### config.mk
export PLATFORM = sky130hd
export DESIGN_NAME = pks_popcount
export DESIGN_NICKNAME = d
export VERILOG_FILES = /design/src/rtl/core/pks_pkg.sv /design/src/rtl/core/pks_popcount.sv
export SDC_FILE = /design/constraint.sdc
export NUM_CORES = 1
export LEC_CHECK = 0
export BUFFER_PORTS_ARGS = -buffer_cell sky130_fd_sc_hd__clkbuf_2
export CORE_UTILIZATION = 56
export DETAILED_ROUTE_END_ITERATION = 10
export PLACE_DENSITY = 0.91
export SLEW_MARGIN = 20
export SYNTH_ARGS = -nofsm -noshare
export SYNTH_HDL_FRONTEND = slang
export SYNTH_SLANG_ARGS = --single-unit
export TNS_END_PERCENT = 100
### constraint.sdc
create_clock -name vclk -period 10.1
set_input_delay 0.505 -clock vclk [all_inputs]
set_output_delay 0.505 -clock vclk [all_outputs]
set_load 0.05 [all_outputs]
### src/rtl/core/pks_pkg.sv
`timescale 1ns / 1ps
// ----------------------------------------------------------------------------
// pks_pkg: shared types for the popcount key sorter
// Sort word carried along the cell chain and control bundle for the cells.
// ----------------------------------------------------------------------------
package pks_pkg;

  localparam int VALUE_W = 64;
  localparam int COUNT_W = 7;

  // one entry of the sorting chain: value with its precomputed one-bit count
  typedef struct packed {
    logic                       valid;
    logic signed [VALUE_W-1:0]  value;
    logic [COUNT_W-1:0]         count;
  } sort_word_t;

  // control from the sequencer to every cell
  typedef struct packed {
    logic drain;   // chain is unloading toward cell 0
    logic shift;   // head word taken this cycle, move everything up one place
  } pks_ctl_t;

endpackage

### src/rtl/core/pks_popcount.sv
`timescale 1ns / 1ps
// ----------------------------------------------------------------------------
// pks_popcount: 64-bit population count
// Balanced adder tree over the bits of one value.
// ----------------------------------------------------------------------------
module pks_popcount (
  input  logic [pks_pkg::VALUE_W-1:0] value,
  output logic [pks_pkg::COUNT_W-1:0] count
);
  import pks_pkg::*;

  localparam int LEVELS = $clog2(VALUE_W);

  logic [COUNT_W-1:0] lvl [0:LEVELS][0:VALUE_W-1];

  // sum adjacent pairs, one tree level at a time
  always_comb begin
    for (int k = 0; k < VALUE_W; k++) begin
      lvl[0][k] = COUNT_W'(value[k]);
    end
    for (int l = 1; l <= LEVELS; l++) begin
      for (int k = 0; k < VALUE_W; k++) begin
        if (k < (VALUE_W >> l)) begin
          lvl[l][k] = lvl[l-1][2*k] + lvl[l-1][2*k+1];
        end else begin
          lvl[l][k] = '0;
        end
      end
    end
  end

  assign count = lvl[LEVELS][0];

endmodule

==> run_results.csv <==
group,metric,value,unit
routing,drt_iter0_drc,27,
die,row_count,19,
finish,register_area,0,sq um
die,die_w,57.6,um
clock_tree,cts_resized,0,
routing,drc,6,
synthesis,ys_top_cells_by_count,"inv_1, fa_1, ha_1",
synthesis,synth_top_area_frac,0.625,
sta,slew_viol_final,0,
worst_setup_path,cp.required,9.60,ns
sta,hold_viol,0,
placed_design,dp_cells,274,
finish,drive_gt1_frac,0.305,
routing,ant_nets,0,
synthesis,synth_area_leaders,"fa_1, inv_1, ha_1",
routing,wl_per_cell,10.2,um
worst_setup_path,endpoint_kind,"primary output",
min_path,hold_path.startpoint,"value[2]",
outcome,violations,"design-rule violations",
synthesis,synth_xor_area_frac,0.0101,
sta,rsz0062_at_grt,"no",
sta,setup_tns,0,ns
synthesis,yosysTopAreaCell,"fa_1",
die,initial_utilization,0.611,
synthesis,synth-adder-area-share,0.734,
synthesis,synth_fp_nets,305,
finish,fin_util,0.751,
sta,clock.fmax,0.148,GHz
worst_setup_path,critPathArrivalTime,6.23,ns
sta,tightest_slew,0.327,ns
synthesis,synthMuxAreaShare,0,
routing,vias,1288,
synthesis,syn_inst,172,
sta,report.final.setup_viol,0,
clock_tree,cts_hold_repair.buffers,0,
die,top_level_ports,71,
sta,period_needed,6.74,ns
min_path,min_path_cells,3,
worst_setup_path,cp-start-kind,"input port",
global_routing,grt_usage,0.195,
synthesis,synth_cell_type_count,19,
sta,relSlewSlack,0.781,
global_routing,grt_pass1_wl,5050,um
outcome,run_status,"finished with violations",
die,core,2830,sq um
die,chipHeight,57.6,um
synthesis,synth_area,1730,sq um
global_routing,overflow,0,
finish,synthToLayoutAreaGrowth,22.8,%
min_path,whs_endpoint,"count[0]",
sta,hold_slack,1.47,ns
worst_setup_path,path_class,"in -> out",
global_routing,grt_max_degree,6,
finish,diodes,0,
synthesis,synth_compound_area_frac,0.0622,
finish,final_cells,274,
synthesis,yosysSeqAreaShare,0,
synthesis,synth-simple-area-share,0.0116,
synthesis,yosys_warnings,0,
synthesis,avgSynthCellArea,10.1,sq um
routing,viasPerCell,4.70,
finish,nClkBuffers,0,
finish,fin_nets,378,
global_routing,antenna_found_initial,0,
global_routing,first_global_vias,1403,
routing,first_pass_iters,8,
worst_setup_path,worstPathMaxFanout,3,
flow_run,max_cap_viol_count,0,
die,die-area,3310,sq um
clock_tree,post-cts-setup-buffer-count,0,
finish,nFlopsAndLatches,0,
synthesis,synth_most_common_cell,"inv_1",
min_path,hold_class,"in -> out",
synthesis,synth_top_family_by_area,"adder cells",
placed_design,place.gp.congestion,0.730,
placed_design,dp.final_hpwl,2860,um
placed_design,io_buffers,71,
routing,routed_wl,2800,um
sta,min_period_over_period,0.667,
[area by class of cell]
cell class / instances / area (sq um)
Fill cell: 210 / 706
Inverter: 84 / 315
Multi-Input combinational cell: 88 / 1410
Tap cell: 31 / 38.8
Timing Repair Buffer: 71 / 355
[stage by stage]
step,worst slack [ns],area (sq um)
after floorplan,2.54,1730
after global placement,3.39,2120
after detailed placement,3.36,2120
after CTS,3.35,2120
after global routing,3.10,2120
final,3.36,2120
[routing by layer]
metal | vias to the layer above | wire [um] | global-route usage
li1 | 612 | - | -
met1 | 625 | 939 | 0.207
met2 | 49 | 1660 | 0.417
met3 | 2 | 180 | 0.0159
met4 | 0 | 14 | 0.0244
met5 | - | 0 | 0
[kinds of logic after synthesis]
family          Yosys count
xor+xnor                  2
fa+ha+maj                69
simple gates              3
buf+inv                  84
compound gates           14
[worst max-delay path by stage]
stage | from | endpoint | slack, ns | depth (start not counted)
after floorplan | value[17] | count[5] | 2.54 | 16
final | value[53] | count[6] | 3.36 | 21
after global placement | value[17] | count[5] | 3.39 | 18
after CTS | value[53] | count[6] | 3.35 | 21
after detailed placement | value[0] | count[5] | 3.36 | 16
after global routing | value[0] | count[5] | 3.10 | 16
[worst max-delay path, cell delays in order]
cell and delay (ns):
clkbuf_2 0.09, fa_1 0.53, inv_1 0.06, fa_1 0.50
inv_1 0.05, fa_1 0.47, inv_1 0.05, fa_1 0.47
inv_1 0.05, fa_1 0.47, inv_1 0.05, fa_1 0.49
fa_1 0.43, fa_1 0.49, inv_1 0.05, ha_1 0.21
fa_1 0.43, a211o_2 0.36, a21oi_1 0.15, o21bai_1 0.09
clkbuf_2 0.24
[cell usage in the layout, fill, tap and decap left out, types with 2 or more instances in the layout]
cell	instances
ha_1	15
fa_1	54
a211oi_1	2
inv_1	84
clkbuf_2	71
a21oi_1	3
Power is left out: the tool's default activity adds up to more than one toggle a clock period on the data nets, which glitch-free logic cannot reach.
