--- src/rtl/core/pks_pkg.sv ---
`timescale 1ns / 1ps
// ----------------------------------------------------------------------------
// pks_pkg: shared types for the popcount key sorter
// Sort word carried along the cell chain and control bundle for the cells.
// ----------------------------------------------------------------------------
package pks_pkg;

  localparam int VALUE_W = 64;
  localparam int COUNT_W = 7;

  // one entry of the sorting chain: value with its precomputed one-bit count
  typedef struct packed {
    logic                       valid;
    logic signed [VALUE_W-1:0]  value;
    logic [COUNT_W-1:0]         count;
  } sort_word_t;

  // control from the sequencer to every cell
  typedef struct packed {
    logic drain;   // chain is unloading toward cell 0
    logic shift;   // head word taken this cycle, move everything up one place
  } pks_ctl_t;

endpackage

--- src/rtl/core/pks_cell.sv ---
`timescale 1ns / 1ps
// ----------------------------------------------------------------------------
// pks_cell: one insertion cell of the systolic sorter
// Keeps the better of its held word and the arriving word, passes the other
// to the right neighbor; during unload takes the right neighbor's word.
// ----------------------------------------------------------------------------
module pks_cell (
  input  logic                clk,
  input  logic                rst,
  input  pks_pkg::pks_ctl_t   ctl,
  input  pks_pkg::sort_word_t arrive,
  input  pks_pkg::sort_word_t right_held,
  output pks_pkg::sort_word_t held,
  output pks_pkg::sort_word_t pass
);
  import pks_pkg::*;

  // true when a must be emitted ahead of b: more one bits first, then lower value
  function automatic logic goes_before(input sort_word_t a, input sort_word_t b);
    logic result;
    if (a.count != b.count) begin
      result = a.count > b.count;
    end else begin
      result = a.value < b.value;
    end
    return result;
  endfunction

  logic take_arrive;

  assign take_arrive = arrive.valid && (!held.valid || goes_before(arrive, held));

  // insert while loading, shift up while unloading
  always_ff @(posedge clk) begin
    if (rst) begin
      held.valid <= 1'b0;
      pass.valid <= 1'b0;
    end else if (ctl.drain) begin
      pass.valid <= 1'b0;
      if (ctl.shift) begin
        held <= right_held;
      end
    end else if (take_arrive) begin
      held <= arrive;
      pass <= held;
    end else begin
      pass <= arrive;
    end
  end

endmodule

--- config.mk ---
export PLATFORM = sky130hd
export DESIGN_NAME = pks_cell
export DESIGN_NICKNAME = d
export VERILOG_FILES = /design/src/rtl/core/pks_pkg.sv /design/src/rtl/core/pks_cell.sv
export SDC_FILE = /design/constraint.sdc
export NUM_CORES = 1
export LEC_CHECK = 0
export BUFFER_PORTS_ARGS = -buffer_cell sky130_fd_sc_hd__buf_2
export CAP_MARGIN = 15
export CORE_ASPECT_RATIO = 1.75
export CORE_UTILIZATION = 52
export CTS_BUF_LIST = sky130_fd_sc_hd__clkbuf_4
export DETAILED_ROUTE_END_ITERATION = 16
export PLACE_DENSITY = 0.84
export SLEW_MARGIN = 20
export SYNTH_ARGS = -nofsm -noshare
export SYNTH_HDL_FRONTEND = slang
export SYNTH_SLANG_ARGS = --single-unit
--- constraint.sdc ---
create_clock -name clk -period 8.18 [get_ports clk]
set_input_delay 1.636 -clock clk [delete_from_list [all_inputs] [get_ports clk]]
set_output_delay 1.636 -clock clk [all_outputs]
set_load 0.01 [all_outputs]
==> results by group <==
Synth
  • Synthesized Nets: 784
  • Post-synthesis mux area share: between 20% and 30%
  • Mean Syn Cell Area: 14.00 µm²
  • Simple-gate share of the synthesized area: 3.759%
  • Synth Cell Area: around 7900 µm²
  • Post-Synth XOR/XNOR Area: 0%
  • Post-synthesis cell type count: 32
  • #FFs+latches synth: 144
  • Synth Warn #: 0
  • Seq/Total Area, Yosys: 54.33%
  • Gate Count Post-Synth: 566
  • Adder-cell share of the synthesized area: 11.05%
  • Synth Area in Compound Gates: ~5%
  • Main combinational cell family by area after synthesis: multiplexers

Pwr
  • P per Cell Area: between 150 and 200 nW/µm²
  • Peak VDD IR: 0.1140 mV
  • Post-layout power: 1.596 mW
  • P_leak: 4.450 nW

Detailed routing
  • Drt drc: 0
  • Post-DR wirelength/cell: 18.45 µm
  • Initial DRT Pass Iterations: 4
  • Routed Wire Length: 19,650 µm
  • Vias per cell: 5.358
  • Wire length on met3: 1206 µm
  • Met2 WL post-DR: 10,890 µm
  • Max layer used: met4
  • Final ANT Viol Nets: 0
  • M1 wire length: between 6000 and 7000 µm
  • Initial DRC count: 189
  • Via count: approximately 5,700

Floorplan
  • Initial Util: 53.13%
  • Floorplan core area: 14,910 µm²
  • Row Count: 59
  • Die W: 95.31 µm
  • IO Count: 292
  • Die area: 15,750 µm²
  • Chip height: 165.3 µm

Global route
  • Gr ovfl total: 0
  • Antenna violations before repair: 4
  • All-Layer GR Usage: 24.96%
  • Largest net degree at the start of global routing: between 70 and 80
  • Vias in the first global route: 5,857
  • First-pass GRT wire length: 28,800 µm

Finish
  • Share of layout cells above drive strength 1: a little over half
  • Most frequent cells in the layout: buf_2, edfxtp_1, mux2_2
  • Most common cell after layout, fill and taps aside: buf_2
  • Area growth syn-to-layout: 23.78%
  • Fillers: 1,182
  • Final core utilization: 65.77%
  • Nets@finish: 1,083

Clock network
  • Inserted Clock Buffers: 17
  • CTS root buffer: clkbuf_4
  • CTS resizes: 0
  • TritonCTS Sinks: 144
  • Clock transition at path regs: 0.12 ns
  • CTS Buffer Depth: 2
  • Post-CTS Hold Buffers: 0
  • Clk Latency, worst-skew pair: 0.53 ns
  • CTS tree: done
  • H-tree lvl count: 4
  • Post-CTS setup buffers: 0

Worst hold path
  • Min-Delay Path Class: reg2reg

STA
  • Slew HR: 27.25%
  • Max-slew violation count: 0
  • Worst slew pin tran: 1.091 ns
  • Setup_tns: 0 ns
  • RSZ-0062 raised after global routing: false
  • Tmin final: 4.704 ns
  • Setup-failing EPs final: 0
  • Clock Skews: roughly 0.024 ns
  • Final hold vios: 0
  • Final worst slack: 3.476 ns
  • Fmax: 212.6 MHz
  • Final period util: 57.50%

Worst setup path
  • Critical Path RT: 8.46 ns
  • Critical path peak fanout: 71
  • CP arrival: between 4 and 5 ns
  • Worst setup SP type: input port
  • Nature of the critical path endpoint: flop
  • WS Path Type: in2reg

Placement
  • Dpl hpwl: roughly 15,000 µm
  • GP Congestion: 0.8500
  • Place WS: 2.827 ns
  • Buffers added on ports: 291

Job
  • Max capacitance violation total: 0

Status
  • Status: complete, no violations
Yosys cell counts, drive strengths merged:
| library cell | count | area (µm²) |
|---|---|---|
| inv | 75 | 281.5 |
| buf | 10 | 90.09 |
| nand3 | 7 | 35.03 |
| a311oi | 3 | 43.80 |
| and3 | 2 | 12.51 |
| nand4 | 9 | 56.30 |
| a2111oi | 2 | 18.77 |
| dfxtp | 2 | 40.04 |
| ha | 70 | 875.8 |
| nor3 | 2 | 10.01 |
| a211oi | 3 | 22.52 |
| a21o | 9 | 67.56 |
| a22oi | 1 | 7.510 |
| mux2 | 141 | 1659 |
| o21ai | 15 | 75.07 |
| nor4 | 3 | 37.54 |
| clkbuf | 5 | 18.77 |
| a221oi | 1 | 8.760 |
| edfxtp | 142 | 4264 |
| o2bb2ai | 1 | 8.760 |
| nor2 | 9 | 33.78 |
| or2 | 2 | 12.51 |
| nor2b | 3 | 18.77 |
| nand2b | 1 | 6.260 |
| nand2 | 20 | 75.07 |
| a21oi | 27 | 135.1 |
| o211ai | 1 | 7.510 |
worst paths after layout:
kind / startpoint / end / slack, ns / depth (start not counted)
setup / recovery: arrive[9] / pass[29] / 3.48 / 11
hold / removal: held[71] / pass[71] / 0.58 / 1
setup reg to reg: held[9] / pass[29] / 4.28 / 11
hold reg to reg: held[71] / pass[71] / 0.58 / 1
critical path: stages:
cell and delay [ns]:
buf_2 0.12, ha_1 0.30, a211oi_1 0.21, o21ai_0 0.14, a21oi_1 0.19, o21ai_0 0.14, a311oi_1 0.42, nor4_2 0.12
a311oi_4 0.34, buf_4 0.87, mux2_2 0.43
registers in the layout, indices dropped and copies added (netlist names):
register  cells
pass         72
held         72
through the flow:
stage	std cells	instance area (µm²)	hold WS (ns)
final	1065	9807	0.5755
after global routing	1064	9804	0.6014
after CTS	1060	9794	0.5735
after detailed placement	1029	9558	0.5643
after global placement	1029	9558	0.5652
after floorplan	566	7923	0.5340
cells by family (layout without fill, tap and decap cells):
logic type / after synthesis / in the layout
buf+inv: 90 / 401
simple gates: 58 / 58
flops: 144 / 144
compound gates: 63 / 63
mux: 141 / 141
fa+ha+maj: 70 / 70
other cells: 0 / 5
power breakdown:
part / total (mW) / switching, mW / internal (mW)
sequential: 0.886 / 0.0202 / 0.866
combinational: 0.306 / 0.158 / 0.148
clock: 0.404 / 0.282 / 0.123
layer usage:
layer | GRT usage [%] | up-vias
met3 | 5.952 | 44
met4 | 12.74 | 0
met5 | 0 | -
met2 | 46.27 | 234
li1 | - | 2719
met1 | 25.20 | 2709
final cells by class:
class | count | area (µm²) | share of cell area (%)
Clock inverter | 14 | 108.9 | 1.110
Timing Repair Buffer | 295 | 1489 | 15.18
Inverter | 75 | 281.5 | 2.871
Tap cell | 183 | 229.0 | 2.335
Antenna cell | 5 | 12.51 | 0.1276
Sequential cell | 144 | 4304 | 43.89
Clock buffer | 17 | 127.6 | 1.301
Multi-Input combinational cell | 332 | 3254 | 33.18
(Power assumes the default switching activity.)
